File: src/sv/msl_pkg.sv
`default_nettype none
package msl_pkg;

  // default number of supervised channels
  localparam int MOTOR_COUNT_DEF = 3;

  // configuration register indexes
  localparam logic [1:0] CFG_DEAD_ZONE  = 2'd0;
  localparam logic [1:0] CFG_SIG_TICKS  = 2'd1;
  localparam logic [1:0] CFG_PARTIAL_MS = 2'd2;
  localparam logic [1:0] CFG_FULL_MS    = 2'd3;

  // register reset values
  localparam logic [7:0]  DEAD_ZONE_RST  = 8'd15;
  localparam logic [15:0] SIG_TICKS_RST  = 16'd100;
  localparam logic [15:0] PARTIAL_MS_RST = 16'd250;
  localparam logic [15:0] FULL_MS_RST    = 16'd1000;

  typedef enum logic [1:0] {
    DIR_STOP = 2'd0,
    DIR_FWD  = 2'd1,
    DIR_REV  = 2'd2
  } dir_t;

  typedef enum logic [1:0] {
    LVL_NONE    = 2'd0,
    LVL_PARTIAL = 2'd1,
    LVL_FULL    = 2'd2
  } level_t;

  typedef struct packed {
    logic [7:0]  dead_zone;
    logic [15:0] sig_ticks;
    logic [15:0] partial_ms;
    logic [15:0] full_ms;
  } cfg_t;

  // one channel's record
  typedef struct packed {
    dir_t        dir;
    logic [31:0] move_time;
    logic [31:0] move_enc;
  } entry_t;

  // evaluation result handed back to the pipeline
  typedef struct packed {
    logic        wr_en;
    entry_t      wr_entry;
    logic [8:0]  power;
    level_t      level;
  } eval_t;

endpackage
`default_nettype wire

File: src/sv/msl_state_ram.sv
`default_nettype none
module msl_state_ram #(
  parameter int DEPTH = msl_pkg::MOTOR_COUNT_DEF,
  parameter int AW    = 2
) (
  input  wire logic              clk,
  input  wire logic              rst_n,
  input  wire logic [AW-1:0]     rd_addr,
  output msl_pkg::entry_t        rd_data,
  input  wire logic              wr_en,
  input  wire logic [AW-1:0]     wr_addr,
  input  wire msl_pkg::entry_t   wr_data
);

  msl_pkg::entry_t mem [DEPTH];
  logic [DEPTH-1:0] vld_r;
  msl_pkg::entry_t  rdata_r;
  logic [AW-1:0]    rd_addr_r;
  logic             fwd_v_r;
  logic [AW-1:0]    fwd_addr_r;
  msl_pkg::entry_t  fwd_data_r;

  always_ff @(posedge clk) begin
    if (wr_en) begin
      mem[wr_addr] <= wr_data;
    end
    if (vld_r[rd_addr]) begin
      rdata_r <= mem[rd_addr];
    end else begin
      rdata_r <= '0;
    end
    rd_addr_r <= rd_addr;
    if (wr_en) begin
      fwd_addr_r <= wr_addr;
      fwd_data_r <= wr_data;
    end
  end

  always_ff @(posedge clk) begin
    if (!rst_n) begin
      vld_r   <= '0;
      fwd_v_r <= 1'b0;
    end else if (wr_en) begin
      vld_r[wr_addr] <= 1'b1;
      fwd_v_r        <= 1'b1;
    end
  end

  // last write wins over a read that raced it
  assign rd_data = (fwd_v_r && (fwd_addr_r == rd_addr_r)) ? fwd_data_r : rdata_r;

endmodule
`default_nettype wire

File: src/sv/msl_stall_eval.sv
`default_nettype none
module msl_stall_eval (
  input  wire msl_pkg::cfg_t     cfg,
  input  wire msl_pkg::entry_t   ent,
  input  wire logic [8:0]        power,
  input  wire logic [31:0]       now_ms,
  input  wire logic [31:0]       enc,
  output msl_pkg::eval_t         res
);

  logic [8:0]      mag;
  logic            stopped;
  msl_pkg::dir_t   dir_new;
  logic            restart;
  logic [32:0]     enc_gap;
  logic [32:0]     gap_abs;
  logic            moved;
  logic [31:0]     elapsed;
  logic            over_full;
  logic            over_part;
  logic [8:0]      rnd;
  logic [8:0]      half;

  always_comb begin
    mag       = power[8] ? 9'(-power) : power;
    stopped   = mag < {1'b0, cfg.dead_zone};
    dir_new   = stopped ? msl_pkg::DIR_STOP : (power[8] ? msl_pkg::DIR_REV : msl_pkg::DIR_FWD);
    restart   = stopped || (ent.dir != dir_new);
    enc_gap   = {ent.move_enc[31], ent.move_enc} - {enc[31], enc};
    gap_abs   = enc_gap[32] ? 33'(-enc_gap) : enc_gap;
    moved     = gap_abs > {17'b0, cfg.sig_ticks};
    elapsed   = now_ms - ent.move_time;
    // negative elapsed never exceeds a limit
    over_full = !elapsed[31] && (elapsed[30:0] > {15'b0, cfg.full_ms});
    over_part = !elapsed[31] && (elapsed[30:0] > {15'b0, cfg.partial_ms});
    // halve, truncating toward zero
    rnd       = power + {8'b0, power[8]};
    half      = {rnd[8], rnd[8:1]};

    res.wr_en             = restart || moved;
    res.wr_entry.dir      = dir_new;
    res.wr_entry.move_time = now_ms;
    res.wr_entry.move_enc = enc;
    if (restart || moved) begin
      res.power = power;
      res.level = msl_pkg::LVL_NONE;
    end else if (over_full) begin
      res.power = '0;
      res.level = msl_pkg::LVL_FULL;
    end else if (over_part) begin
      res.power = half;
      res.level = msl_pkg::LVL_PARTIAL;
    end else begin
      res.power = power;
      res.level = msl_pkg::LVL_NONE;
    end
  end

endmodule
`default_nettype wire

File: src/sv/motor_stall_power_limiter.sv
// channel  | handshake         | payload
// in       | in_valid/in_ready | in_motor_index, in_wanted_power, in_now_ms, in_encoder_count
// out      | out_valid/out_ready | out_allowed_power, out_stall_level
// cfg      | cfg_we (no wait)  | cfg_index, cfg_wdata
//
// one request per cycle sustained while results are accepted; a taken request is
// registered into the evaluate stage, then its result into the output register
// the per-channel record sits in a registered-read memory; a write in the evaluate stage
// is forwarded to a read issued at the same edge, so back-to-back requests to one
// channel see fresh state
// reset is synchronous; records read as zero until first written, no clearing pass
// a held result stalls the evaluate stage, and in_ready drops only when both are full
// requests naming an unknown channel are taken and dropped with no result
`default_nettype none
module motor_stall_power_limiter #(
  parameter int MOTOR_COUNT = msl_pkg::MOTOR_COUNT_DEF
) (
  input  wire logic               clk,
  input  wire logic               rst_n,
  input  wire logic               in_valid,
  output logic                    in_ready,
  input  wire logic [1:0]         in_motor_index,
  input  wire logic signed [8:0]  in_wanted_power,
  input  wire logic [31:0]        in_now_ms,
  input  wire logic signed [31:0] in_encoder_count,
  output logic                    out_valid,
  input  wire logic               out_ready,
  output logic signed [8:0]       out_allowed_power,
  output logic [1:0]              out_stall_level,
  input  wire logic               cfg_we,
  input  wire logic [1:0]         cfg_index,
  input  wire logic [15:0]        cfg_wdata
);

  localparam int AW = (MOTOR_COUNT > 1) ? $clog2(MOTOR_COUNT) : 1;

  // configuration registers
  msl_pkg::cfg_t cfg_r;

  always_ff @(posedge clk) begin
    if (!rst_n) begin
      cfg_r.dead_zone  <= msl_pkg::DEAD_ZONE_RST;
      cfg_r.sig_ticks  <= msl_pkg::SIG_TICKS_RST;
      cfg_r.partial_ms <= msl_pkg::PARTIAL_MS_RST;
      cfg_r.full_ms    <= msl_pkg::FULL_MS_RST;
    end else if (cfg_we) begin
      case (cfg_index)
        msl_pkg::CFG_DEAD_ZONE:  cfg_r.dead_zone  <= cfg_wdata[7:0];
        msl_pkg::CFG_SIG_TICKS:  cfg_r.sig_ticks  <= cfg_wdata;
        msl_pkg::CFG_PARTIAL_MS: cfg_r.partial_ms <= cfg_wdata;
        msl_pkg::CFG_FULL_MS:    cfg_r.full_ms    <= cfg_wdata;
        default: ;
      endcase
    end
  end

  // evaluate stage registers
  logic            s1_v_r;
  logic [AW-1:0]   s1_addr_r;
  logic [8:0]      s1_power_r;
  logic [31:0]     s1_now_r;
  logic [31:0]     s1_enc_r;

  // output register
  logic            out_v_r;
  logic [8:0]      out_power_r;
  msl_pkg::level_t out_level_r;

  logic            advance;
  logic            in_take;
  logic [6:0]      idx_ext;
  logic            idx_known;
  logic [AW-1:0]   rd_addr;
  msl_pkg::entry_t rd_ent;
  msl_pkg::eval_t  ev;
  logic            wr_en;

  // the evaluate stage moves on when empty or the output slot frees up
  assign advance   = !s1_v_r || !out_v_r || out_ready;
  assign in_ready  = advance;
  assign in_take   = in_valid && advance;
  assign idx_ext   = {5'b0, in_motor_index};
  assign idx_known = idx_ext < 7'(MOTOR_COUNT);
  // while held, keep re-reading the held channel
  assign rd_addr   = advance ? idx_ext[AW-1:0] : s1_addr_r;
  assign wr_en     = s1_v_r && advance && ev.wr_en;

  msl_state_ram #(
    .DEPTH (MOTOR_COUNT),
    .AW    (AW)
  ) u_ram (
    .clk     (clk),
    .rst_n   (rst_n),
    .rd_addr (rd_addr),
    .rd_data (rd_ent),
    .wr_en   (wr_en),
    .wr_addr (s1_addr_r),
    .wr_data (ev.wr_entry)
  );

  msl_stall_eval u_eval (
    .cfg    (cfg_r),
    .ent    (rd_ent),
    .power  (s1_power_r),
    .now_ms (s1_now_r),
    .enc    (s1_enc_r),
    .res    (ev)
  );

  always_ff @(posedge clk) begin
    if (!rst_n) begin
      s1_v_r  <= 1'b0;
      out_v_r <= 1'b0;
    end else begin
      if (advance) begin
        s1_v_r <= in_take && idx_known;
      end
      if (s1_v_r && advance) begin
        out_v_r <= 1'b1;
      end else if (out_ready) begin
        out_v_r <= 1'b0;
      end
    end
  end

  // payload, no reset
  always_ff @(posedge clk) begin
    if (advance) begin
      s1_addr_r  <= idx_ext[AW-1:0];
      s1_power_r <= in_wanted_power;
      s1_now_r   <= in_now_ms;
      s1_enc_r   <= in_encoder_count;
    end
    if (s1_v_r && advance) begin
      out_power_r <= ev.power;
      out_level_r <= ev.level;
    end
  end

  assign out_valid         = out_v_r;
  assign out_allowed_power = out_power_r;
  assign out_stall_level   = out_level_r;

endmodule
`default_nettype wire

File: config.mk
export PLATFORM = sky130hd
export DESIGN_NAME = motor_stall_power_limiter
export DESIGN_NICKNAME = d
export VERILOG_FILES = /design/src/sv/msl_pkg.sv /design/src/sv/msl_state_ram.sv /design/src/sv/msl_stall_eval.sv /design/src/sv/motor_stall_power_limiter.sv
export SDC_FILE = /design/constraint.sdc
export NUM_CORES = 1
export LEC_CHECK = 0
export ABC_AREA = 1
export BUFFER_PORTS_ARGS = -buffer_cell sky130_fd_sc_hd__buf_2
export CAP_MARGIN = 30
export CORE_ASPECT_RATIO = 0.6
export CORE_UTILIZATION = 55
export DETAILED_ROUTE_END_ITERATION = 7
export PLACE_DENSITY = 0.7
export SLEW_MARGIN = 20
export SYNTH_ARGS = -nofsm -noshare
export SYNTH_HDL_FRONTEND = slang
export SYNTH_SLANG_ARGS = --single-unit
export TNS_END_PERCENT = 30
File: constraint.sdc
create_clock -name clk -period 8.5 [get_ports clk]
set_clock_uncertainty 0.2 [all_clocks]
set_input_delay 0.85 -clock clk [delete_from_list [all_inputs] [get_ports clk]]
set_output_delay 0.85 -clock clk [all_outputs]
set_load 0.01 [all_outputs]
Word-level counts from Yosys, hierarchy flattened
Memory sizes are Yosys's and may differ from the RTL's. A register that Yosys moved wholly into a read port is not among the register bits.
Index checks and enable logic that the tools add are counted.
{"block": "totals", "input_bits": 98, "n_memories": 1, "mem_bits_rw": 198, "ff_bits": 216, "wordCells": 79}
{"block": "op_classes", "n_addsub": 5, "eq_ne": 5, "magnitude_cmp": 8, "mux": 17, "bitwise": 1, "reduce_logical": 23}
{"memory": "u_ram.mem", "words": 3, "word_bits": 66, "rd": 1, "rd_clocked_by_memory_dff": 1, "wr": 1, "line": "msl_state_ram.sv:15", "source": "msl_pkg::entry_t mem [DEPTH];"}
{"operator": "two-way mux 66 bit", "count": 1}
{"operator": "> comparator 31 x 16 -> 1 bit", "count": 2}
{"operator": "> comparator 33 x 16 -> 1 bit", "count": 1}
{"operator": "two-way mux 11 bit", "count": 3}
{"operator": "two-way mux 33 bit", "count": 1}
{"operator": "negation 33 bit", "count": 1}
{"operator": "subtractor 32 x 32 -> 33 bit", "count": 1}
{"operator": "subtractor 32 bit", "count": 1}
{"operator": "adder 9 x 1 -> 9 bit", "count": 1}
{"operator": "less-than comparator 9 x 8 -> 1 bit", "count": 1}
{"operator": "two-way mux 9 bit", "count": 1}
{"operator": "negation 9 bit", "count": 1}
{"operator": "logical AND 1 bit", "count": 8}
{"operator": "AND reduction 2 bit", "count": 4}
{"operator": "less-than comparator 2 x 3 -> 1 bit, second input constant", "count": 2}
{"operator": "two-way mux 1 bit", "count": 6}
{"operator": "two-way mux 2 bit", "count": 3}
{"operator": "equality test 2 bit, second input constant", "count": 2}
{"operator": "zero test 1 bit", "count": 4}
{"operator": "logical OR 1 bit", "count": 4}
{"operator": "bitwise OR 3 bit", "count": 1}
{"operator": "binary-select mux 1 bit (select 2 bit)", "count": 1}
{"operator": "demux 1 bit (select 2 bit)", "count": 1}
{"operator": "equality test 2 x 1 -> 1 bit, second input constant", "count": 1}
{"operator": "7 further kinds", "count": 7}

Depth between registers and ports, before layout
Gate-level depths: netlist of the first run.
{"block": "logic_depth", "ltp_word": 11, "depth_mapped": 50, "depth_no_buf": 46}

Cells and area by module
From an unflattened synthesis of the first run, not the netlist that was laid out.
{"block": "unflattened", "cells_unflattened": 3089, "hier_area_um2": 25878.6}
{"mod": "msl_state_ram", "instances": 1, "cells_each": 960, "seq_area_each_um2": 9429.0, "area_each_um2": 12139.1}
{"mod": "msl_stall_eval", "instances": 1, "cells_each": 1698, "seq_area_each_um2": 0.0, "area_each_um2": 8819.7}
{"mod": "motor_stall_power_limiter", "instances": 1, "cells_each": 431, "seq_area_each_um2": 3723.6, "area_each_um2": 4919.7}

Worst setup path after synthesis of the first run
No wires, ideal clock.
{"block": "synth_timing", "kind": "register to register", "from": "register u_ram.rd_addr_r[0]", "to": "register u_ram.fwd_addr_r[0] (enable)", "stages_incl_launch_ff": 49, "period_less_slack_ns": 7.129, "setup_time_ns": 0.422, "required_ns": 7.878, "arrival_ns": 6.507, "path_buffers": 5, "setup_slack_ns": 1.371, "cell_sequence": "dfxtp_1 inv_1 o21ai_0 a21oi_1 nand2_1 buf_2 buf_1 mux2i_1 ha_1 inv_1 fa_1 nand2_1 inv_1 nand2_2 nand2_4 nand2_2 nand2_2 nand2_1 (+13 left out) nand2_1 nand3_1 nand2_1 nand2_1 nand2_1 nand2_1 nand2_1 nand2_1 nand2_1 nand2_1 a21boi_0 nand3_1 nor2_1 nand3_1 nor2_2 nand3_4 nand2_1 inv_1"}
{"block": "synth_between", "elab_chain_len": 9, "word_cells_on_any_way": 11, "cone_classes": "add/sub (2); order compare (1); eq/ne (2); mux (2); reduce/logical (4)"}
{"item": "start: declaration", "line": "msl_state_ram.sv:18", "source": "logic [AW-1:0] rd_addr_r;"}
{"item": "start signal: assignment", "line": "msl_state_ram.sv:32", "source": "rd_addr_r <= rd_addr;"}
{"item": "equality test 2 bit *", "line": "msl_state_ram.sv:50", "source": "assign rd_data = (fwd_v_r && (fwd_addr_r == rd_addr_r)) ? fwd_data_r : rdata_r;"}
{"item": "logical AND 1 bit *", "line": "msl_state_ram.sv:50"}
{"item": "two-way mux 66 bit *", "line": "msl_state_ram.sv:50"}
{"item": "subtractor 32 x 32 -> 33 bit", "line": "msl_stall_eval.sv:29", "source": "enc_gap = {ent.move_enc[31], ent.move_enc} - {enc[31], enc};"}
{"item": "negation 33 bit", "line": "msl_stall_eval.sv:30", "source": "gap_abs = enc_gap[32] ? 33'(-enc_gap) : enc_gap;"}
{"item": "two-way mux 33 bit", "line": "msl_stall_eval.sv:30"}
{"item": "> comparator 33 x 16 -> 1 bit", "line": "msl_stall_eval.sv:31", "source": "moved = gap_abs > {17'b0, cfg.sig_ticks};"}
{"item": "logical OR 1 bit *", "line": "msl_stall_eval.sv:40", "source": "res.wr_en = restart || moved;"}
{"item": "logical AND 1 bit *", "line": "motor_stall_power_limiter.sv:86", "source": "assign wr_en = s1_v_r && advance && ev.wr_en;"}
{"item": "named net u_ram.wr_en", "line": "msl_state_ram.sv:10", "source": "input wire logic wr_en,"}
{"item": "end signal: assignment", "line": "msl_state_ram.sv:34", "source": "fwd_addr_r <= wr_addr;"}
{"item": "end: declaration", "line": "msl_state_ram.sv:20", "source": "logic [AW-1:0] fwd_addr_r;"}
Mark *: on every way through the listed nets, which the timed path passes. The rest lies on a longest branch.
A chain may end at the register's enable or synchronous reset.

Worst setup path in the final report of the first run
{"block": "layout_timing", "from": "register u_ram.rd_addr_r[0]", "to": "memory u_ram.mem[0][16] in the netlist's numbering (enable)"}
{"block": "layout_between", "elab_chain_len": 11, "word_cells_on_any_way": 13, "cone_classes": "add/sub (2); order compare (1); eq/ne (2); mux (4); reduce/logical (4)"}
{"item": "equality test 2 bit", "line": "msl_state_ram.sv:50"}
{"item": "logical AND 1 bit", "line": "msl_state_ram.sv:50"}
{"item": "two-way mux 66 bit", "line": "msl_state_ram.sv:50"}
{"item": "subtractor 32 x 32 -> 33 bit", "line": "msl_stall_eval.sv:29"}
{"item": "negation 33 bit", "line": "msl_stall_eval.sv:30"}
{"item": "two-way mux 33 bit", "line": "msl_stall_eval.sv:30"}
{"item": "> comparator 33 x 16 -> 1 bit", "line": "msl_stall_eval.sv:31"}
{"item": "logical OR 1 bit", "line": "msl_stall_eval.sv:40"}
{"item": "logical AND 1 bit", "line": "motor_stall_power_limiter.sv:86"}
{"item": "two-way mux 1 bit", "line": "msl_state_ram.sv:24", "source": "if (wr_en) begin"}
{"item": "two-way mux 1 bit (not written as such)", "line": "msl_state_ram.sv:25", "source": "mem[wr_addr] <= wr_data;"}
{"item": "end: declaration", "line": "msl_state_ram.sv:15"}
Parallel ways exist; a longest one is shown, timed or not.

==> metrics.cfg, run 1 <==
[synth]
ys.warnings.count = 0
yosysSeqAreaShare_pct = 52.9
synth.area.top_cells = edfxtp_1, dfxtp_1, nand2_1
syn-cell-area_um2 = 24800
synth_largest_area_cell = edfxtp_1
syn_area_per_cell_um2 = 8.98
ys.flop_type = edfxtp_1
synth_cell_types = 55
synthArstFlopShare_pct = 0
synth_edf_count = 350
syn_nets = 2979
synth_top_area_share_pct = 42.4
synth-seq-cells = 480
syn_inst = 2758

[setup_path]
cp_slowest_cell = inv_2
path_class = flop to flop
cpPeakStageDelay_ns = 0.56
endpoint_kind = flop
crit_arrival_ns = 7.19
worstSetupStartpointType = flop
cpMostUsedCell = nand2_1
worstPathRequired_ns = 8.54
path_delay_family = simple AND/OR/NAND/NOR gates
crit_fanout = 37
critPathBufInv = 6

[clock_network]
clk_pin_slew_worst_paths_ns = 0.07
root_buffer = clkbuf_16
clkSinkCount = 480
cts_tree = built
clkLatencyLatePin_ns = 0.56
postCtsHoldBufs = 0
cts_setup_buffers = 0
cts_buffer_depth = 3
htree_levels = 2
numCtsBuffers = 43
ctsResizeCount = 0

[final_layout]
multiInputGateArea_um2 = 9870
ff_latch_area_um2 = 13100
areaGrowthSynthToFinish_pct = 10.6
n_fill_cell = 3728
layout_common_cells = nand2_1, inv_1, edfxtp_1
drive_gt1_share_pct = 11.0
final_common_cell = nand2_1
final_nets = 3090

[die]
io_pins = 111
std_cell_rows = 59
start_util_pct = 56.5
dieArea_um2 = 45900
coreArea_um2 = 43800
fp.dieH_um = 166
die_x_um = 276

[timing]
relSlewSlack_pct = 38.6
rsz0062_at_grt = false
max_freq_ghz = 0.140
final_hold_viol_count = 0
tightestPinTransition_ns = 0.918
hold_ws_ns = 0.257
period_share_pct = 84.1
worst_slack_ns = 1.35
drv_slew = 0
final-setup-viol-count = 0
min_period_ns = 7.15
finalSetupTns_ns = 0

[grt]
grt_max_degree = 70
antenna_found_initial = 4
grt_pass1_vias = 18000
grtUsageTotal_pct = 31.3
grt_pass1_wl_um = 108000
overflow = 0

[power_and_ir_drop]
comb_power_share_pct = 19.5
power.switching_w = 0.00169
p_int_w = 0.00401
ir_worst_vdd_mv = 0.167
pwr-share-seq_pct = 47.1
p_leak_nw = 12.5
pwr-share-clk_pct = 33.5
switching_share_pct = 29.6
powerDensity_nw_per_um2 = 208

[routing]
vias = 19800
routed_wl_um = 72500
drtPass1Iterations = 7
ant_nets = 0
dr.first_iter.drc_count = 2350
viasPerCell = 5.69
drc_errors = 0
avgRoutedWirePerCell_um = 20.8

[placed_design]
dpl_worst_slack_ns = 1.49
place_congestion = 1.02
portBuffers = 110
dp_hpwl_um = 55100

[status]
status = completed

[worst_hold_path]
worstHoldPathType = input pin to flop

[run]
max-cap-violations = 0

worst register-to-register path, delay by kind of cell (launching register included):
family | cells | cell delay, ns
buffers and inverters | 6 | 1.31
flip-flops | 1 | 0.37
adder cells (fa/ha/maj) | 2 | 0.71
XOR/XNOR | 1 | 0.17
multiplexers | 1 | 0.43
AO/OA/AOI/OAI | 4 | 0.53
AND/OR/NAND/NOR | 27 | 3.12
state kept, by name, indices dropped and copies added, names as in the netlist:
signal,cells
out_valid,1
u_ram.rdata_r,66
out_stall_level,2
u_ram.fwd_addr_r,2
u_ram.vld_r,3
cfg_r,56
u_ram.fwd_data_r,66
u_ram.rd_addr_r,2
s1_enc_r,32
s1_power_r,9
out_allowed_power,9
s1_v_r,1
s1_now_r,32
u_ram.fwd_v_r,1
u_ram.mem,198
cells in the mapped netlist, drive strengths merged (4+ instances only):
cell type and n:
and3 4, nor4 5, inv 417, nand3 126, nor2 247, nand3b 7
a21oi 126, mux2 32, nor3 22, nand2 693, dfxtp 130, mux2i 32
edfxtp 350, o211ai 14, a21boi 5, ha 121, buf 15, or2 4
clkbuf 47, xor2 43, a31oi 5, o21bai 5, nand4 56, o21ai 218
xnor2 12
layout make-up:
type / count / area share (%)
sequential: 480 / 47.8
multi-input combinational: 1797 / 36.0
inverter: 419 / 5.74
clock buffer: 53 / 4.29
timing repair buffer: 128 / 2.75
tap: 579 / 2.64
clock inverter: 24 / 0.708
antenna: 1 / 0.00913
per-layer routing:
layer  global-route usage [%]  share of wire (%)  vias to the layer above
met5                        0                  0                        -
met2                     39.1                 36                     1023
li1                         -                  -                     9359
met4                     4.32               0.92                        0
met3                     7.69                 13                       53
met1                     53.6                 50                     9389
kinds of logic after synthesis:
group	Yosys count	share of synthesized area [%]
and+or+nand+nor	1169	20.4
buffers and inverters	481	7.41
DFF	480	52.9
AOI/OAI and AO/OA	386	8.27
adders and majority gates	123	6.27
muxes	64	2.75
xor gates and xnor gates	55	2.00
through the flow:
step | std cells | util, % | total power [W] | instance area, um2
2_1_floorplan | 2758 | - | 0.00345 | 24800
3_3_place_gp | 3401 | 59.3 | 0.00378 | 26000
3_5_place_dp | 3402 | 59.4 | 0.00381 | 26000
4_1_cts | 3479 | 62.5 | 0.00569 | 27400
5_1_grt | 3480 | 62.5 | 0.00594 | 27400
6_report | 3481 | 62.5 | 0.00570 | 27400
worst paths after layout:
path,startpoint,endpoint,slack [ns],cells past startpoint
min,in_now_ms[16],s1_now_r[16],0.26,1
max,u_ram.rd_addr_r[0],u_ram.mem[0][16],1.35,41
max reg2reg,u_ram.rd_addr_r[0],u_ram.mem[0][16],1.35,41
min reg2reg,cfg_r[30],cfg_r[30],0.26,2
power by group through the flow:
stage / sequential [W] / combinational, W / clock [W]
after floorplan: 0.00268 / 0.000767 / 0
after global placement: 0.00273 / 0.00105 / 0
after detailed placement: 0.00273 / 0.00108 / 0
after CTS: 0.00268 / 0.00108 / 0.00193
after global routing: 0.00269 / 0.00124 / 0.00202
final: 0.00268 / 0.00111 / 0.00191
No activity file was read; power rests on OpenSTA's default activity.
==> run 2: changes to the inputs <==
--- a/config.mk
+++ b/config.mk
@@ -5,13 +5,13 @@
 export SDC_FILE = /design/constraint.sdc
 export NUM_CORES = 1
 export LEC_CHECK = 0
-export ABC_AREA = 1
+export ABC_AREA = 0
 export BUFFER_PORTS_ARGS = -buffer_cell sky130_fd_sc_hd__buf_2
 export CAP_MARGIN = 30
 export CORE_ASPECT_RATIO = 0.6
 export CORE_UTILIZATION = 55
 export DETAILED_ROUTE_END_ITERATION = 7
-export PLACE_DENSITY = 0.7
+export PLACE_DENSITY = 0.71
 export SLEW_MARGIN = 20
 export SYNTH_ARGS = -nofsm -noshare
 export SYNTH_HDL_FRONTEND = slang
==> constraint.sdc (replaced) <==
create_clock -name clk -period 7.3 [get_ports clk]
set_clock_uncertainty 0.2 [all_clocks]
set_input_delay 0.73 -clock clk [delete_from_list [all_inputs] [get_ports clk]]
set_output_delay 0.73 -clock clk [all_outputs]
set_load 0.01 [all_outputs]
==> run 2 against run 1 <==
  * Combinational power shrank 19%
  * Area after synthesis shrank 5.4%
  * Clock-buffer cell count is the same
  * Worst setup slack lost 1.0 ns
  * Critical endpoint is now u_ram.fwd_data_r[65]
  * Critical path type unchanged
==> metrics.cfg, run 2 <==
[status]
status = completed  ; unchanged

[power_and_ir_drop]
power.total_w = 0.00627  ; was 0.00570 W
power.switching_w = 0.00163  ; was 0.00169 W
p_int_w = 0.00464  ; was 0.00401 W
pwr-share-seq_pct = 49.0  ; was 47.1%
p_leak_nw = 10.2  ; was 12.5 nW
comb_power_share_pct = 14.3  ; was 19.5%
switching_share_pct = 26.0  ; was 29.6%
pwr-share-clk_pct = 36.7  ; was 33.5%
ir_worst_vdd_mv = 0.201  ; was 0.167 mV
powerDensity_nw_per_um2 = 237  ; was 208 nW/um2

[setup_path]
worstSetupStartpointType = flop  ; unchanged
endpoint_kind = flop  ; unchanged
crit_arrival_ns = 7.05  ; was 7.19 ns
path_class = flop to flop  ; unchanged
crit_fanout = 50  ; was 37
worstPathRequired_ns = 7.37  ; was 8.54 ns

[routing]
vias = 16500  ; was 19,800
routed_wl_um = 57900  ; was 72,500 um
drtPass1Iterations = 7  ; unchanged
avgRoutedWirePerCell_um = 21.0  ; was 20.8 um
drc_errors = 0  ; unchanged
viasPerCell = 6.00  ; was 5.69
dr.first_iter.drc_count = 1626  ; was 2,350
ant_nets = 0  ; unchanged

[clock_network]
htree_levels = 2  ; unchanged
clk_pin_slew_worst_paths_ns = 0.07  ; about the same
numCtsBuffers = 43  ; unchanged
postCtsHoldBufs = 0  ; unchanged
cts_tree = built  ; unchanged
root_buffer = clkbuf_16  ; unchanged
cts_buffer_depth = 3  ; unchanged
clkSinkCount = 480  ; unchanged
clkLatencyLatePin_ns = 0.58  ; was 0.56 ns

[timing]
tightestPinTransition_ns = 1.12  ; was 0.918 ns
rsz0062_at_grt = false  ; unchanged
relSlewSlack_pct = 24.5  ; was 38.6%
final_hold_viol_count = 0  ; unchanged
period_share_pct = 95.6  ; was 84.1%
min_period_ns = 6.98  ; was 7.15 ns
max_freq_ghz = 0.143  ; was 0.140 GHz
final-setup-viol-count = 0  ; unchanged
drv_slew = 0  ; unchanged

[final_layout]
top_regs = u_ram.mem (198), u_ram.fwd_data_r (66), u_ram.rdata_r (66)  ; unchanged
areaGrowthSynthToFinish_pct = 12.9  ; was 10.6%
antennaDiodeCount = 0  ; was 1
layout_common_cells = edfxtp_1, nand2_1, nor2_1  ; was nand2_1, inv_1, edfxtp_1
final_nets = 2373  ; was 3,090
n_fill_cell = 3332  ; was 3,728
stdcell_count = 2757  ; was 3,481
final_common_cell = edfxtp_1  ; was nand2_1
regMostFlops = u_ram.mem  ; unchanged
drive_gt1_share_pct = 15.0  ; was 11.0%
largest_reg_flops = 198  ; unchanged

[synth]
ys.flop_type = edfxtp_1  ; unchanged
synth_most_common_cell = edfxtp_1  ; was nand2_1
syn_nets = 2253  ; was 2,979
ys.warnings.count = 0  ; unchanged
yosys-top-cells-count = edfxtp_1, nand2_1, nor2_1, dfxtp_1, ha_1  ; was nand2_1, inv_1, edfxtp_1, nor2_1, o21ai_0
synthArstFlopShare_pct = 0  ; unchanged
syn-cell-area_um2 = 23500  ; was 24,800 um2
yosysSeqAreaShare_pct = 55.9  ; was 52.9%
syn_inst = 2032  ; was 2,758
synth_top_area_share_pct = 44.8  ; was 42.4%
synth_largest_area_cell = edfxtp_1  ; unchanged
syn_area_per_cell_um2 = 11.5  ; was 8.98 um2
synth_cell_types = 98  ; was 55
synth.area.top_cells = edfxtp_1, dfxtp_1, ha_1  ; was edfxtp_1, dfxtp_1, nand2_1
synth-seq-cells = 480  ; unchanged
synth_edf_count = 350  ; unchanged

[grt]
use_met2_pct = 33.8  ; was 39.1%
grt_pass1_vias = 15200  ; was 18,000
grt_use_met1_pct = 44.1  ; was 53.6%
use_met3_pct = 7.22  ; was 7.69%
antenna_found_initial = 0  ; was 4
overflow = 0  ; unchanged
grtUsageTotal_pct = 26.6  ; was 31.3%
grt_pass1_wl_um = 88300  ; was 108,000 um
grt-busiest-layer = met1  ; unchanged
grt_max_degree = 91  ; was 70

[die]
std_cell_rows = 58  ; was 59
io_pins = 111  ; unchanged
dieArea_um2 = 43500  ; was 45,900 um2
die_x_um = 269  ; was 276 um
coreArea_um2 = 41900  ; was 43,800 um2
start_util_pct = 55.9  ; was 56.5%
fp.dieH_um = 162  ; was 166 um

[worst_hold_path]
worstHoldPathType = input pin to flop  ; unchanged

[placed_design]
dp_hpwl_um = 42000  ; was 55,100 um
place_congestion = 1.01  ; was 1.02
placed_cells = 2670  ; was 3,402
portBuffers = 110  ; unchanged

[run]
max-cap-violations = 0  ; unchanged

run 2: path summary, 6_finish.rpt:
check	start	endpoint	slack, ns	depth (start not counted)
worst max-delay path	u_ram.fwd_addr_r[0]	u_ram.fwd_data_r[65]	0.32	27
worst min-delay path	in_now_ms[24]	s1_now_r[24]	0.12	1
worst max register to register	u_ram.fwd_addr_r[0]	u_ram.fwd_data_r[65]	0.32	27
worst min register to register	u_ram.vld_r[0]	u_ram.vld_r[0]	0.25	2
run 2: area by class of cell:
| type | count | area, um2 | share of cell area (%) |
|---|---|---|---|
| Sequential cell | 480 | 13100 | 49.5 |
| Multi-Input combinational cell | 1355 | 9800 | 37.0 |
| Clock buffer | 53 | 1110 | 4.21 |
| Timing Repair Buffer | 157 | 980 | 3.70 |
| Tap cell | 570 | 713 | 2.69 |
| Inverter | 115 | 432 | 1.63 |
| Clock inverter | 27 | 317 | 1.20 |
run 2: cells by family (layout without fill, tap and decap cells):
logic type	Yosys count	in the layout	synth area share (%)
AND/OR/NAND/NOR	539	540	11.1
AO/OA/AOI/OAI	490	490	14.7
flip-flops	480	480	55.9
buffers and inverters	198	352	3.20
multiplexers	144	144	6.33
adder cells (fa/ha/maj)	123	123	6.63
XOR/XNOR	58	58	2.17
run 2: through the flow:
step | setup slack [ns] | TNS (ns) | hold WS [ns] | utilization (%) | cell area, um2
2_1_floorplan | -0.106 | -12.16 | 0.224 | - | 23600
3_3_place_gp | 0.319 | 0 | 0.239 | 59.3 | 24900
3_5_place_dp | 0.169 | 0 | 0.242 | 59.4 | 24900
4_1_cts | 0.129 | 0 | 0.0900 | 62.8 | 26300
5_1_grt | 0.0270 | 0 | 0.0923 | 63.1 | 26500
6_report | 0.321 | 0 | 0.124 | 63.1 | 26500
run 2: power by group through the flow:
| stage | logic, W | clock network (W) | registers [W] |
|---|---|---|---|
| after floorplan | 0.000595 | 0 | 0.00311 |
| after global placement | 0.000838 | 0 | 0.00313 |
| after detailed placement | 0.000860 | 0 | 0.00313 |
| after CTS | 0.000866 | 0.00234 | 0.00308 |
| after global routing | 0.000982 | 0.00246 | 0.00308 |
| final | 0.000896 | 0.00230 | 0.00308 |
run 2: what timing repair did:
action / 4_1_cts / 5_1_grt
setup buffers: 0 / 6
resized for setup: 0 / 17
endpoints found under the setup margin: 0 / 279
run 2: routing by layer:
metal,vias to the layer above,part of all wire [%]
li1,7836,-
met5,-,0
met1,7962,51
met4,0,1.3
met2,686,37
met3,62,11
run 2: critical path, cell delays in order (launching register included):
cell and delay (ns):
edfxtp_1 0.41, xnor2_2 0.23, buf_4 0.17, nand3_2 0.17, mux2_2 0.34, ha_2 0.41, o21ai_1 0.11, a211oi_2 0.42
nor2_4 0.09, xnor2_1 0.20, or4_4 0.57, or3_1 0.36, o21ai_1 0.16, xor2_1 0.19, ha_1 0.29, a22o_1 0.20
nor4_2 0.13, o221ai_1 0.17, nor3_1 0.23, o21ai_1 0.08, a211oi_1 0.20, o31a_1 0.16, and3_1 0.16, nand3_1 0.09
or3b_4 0.45, nand2_4 0.15, inv_2 0.07, buf_12 0.19
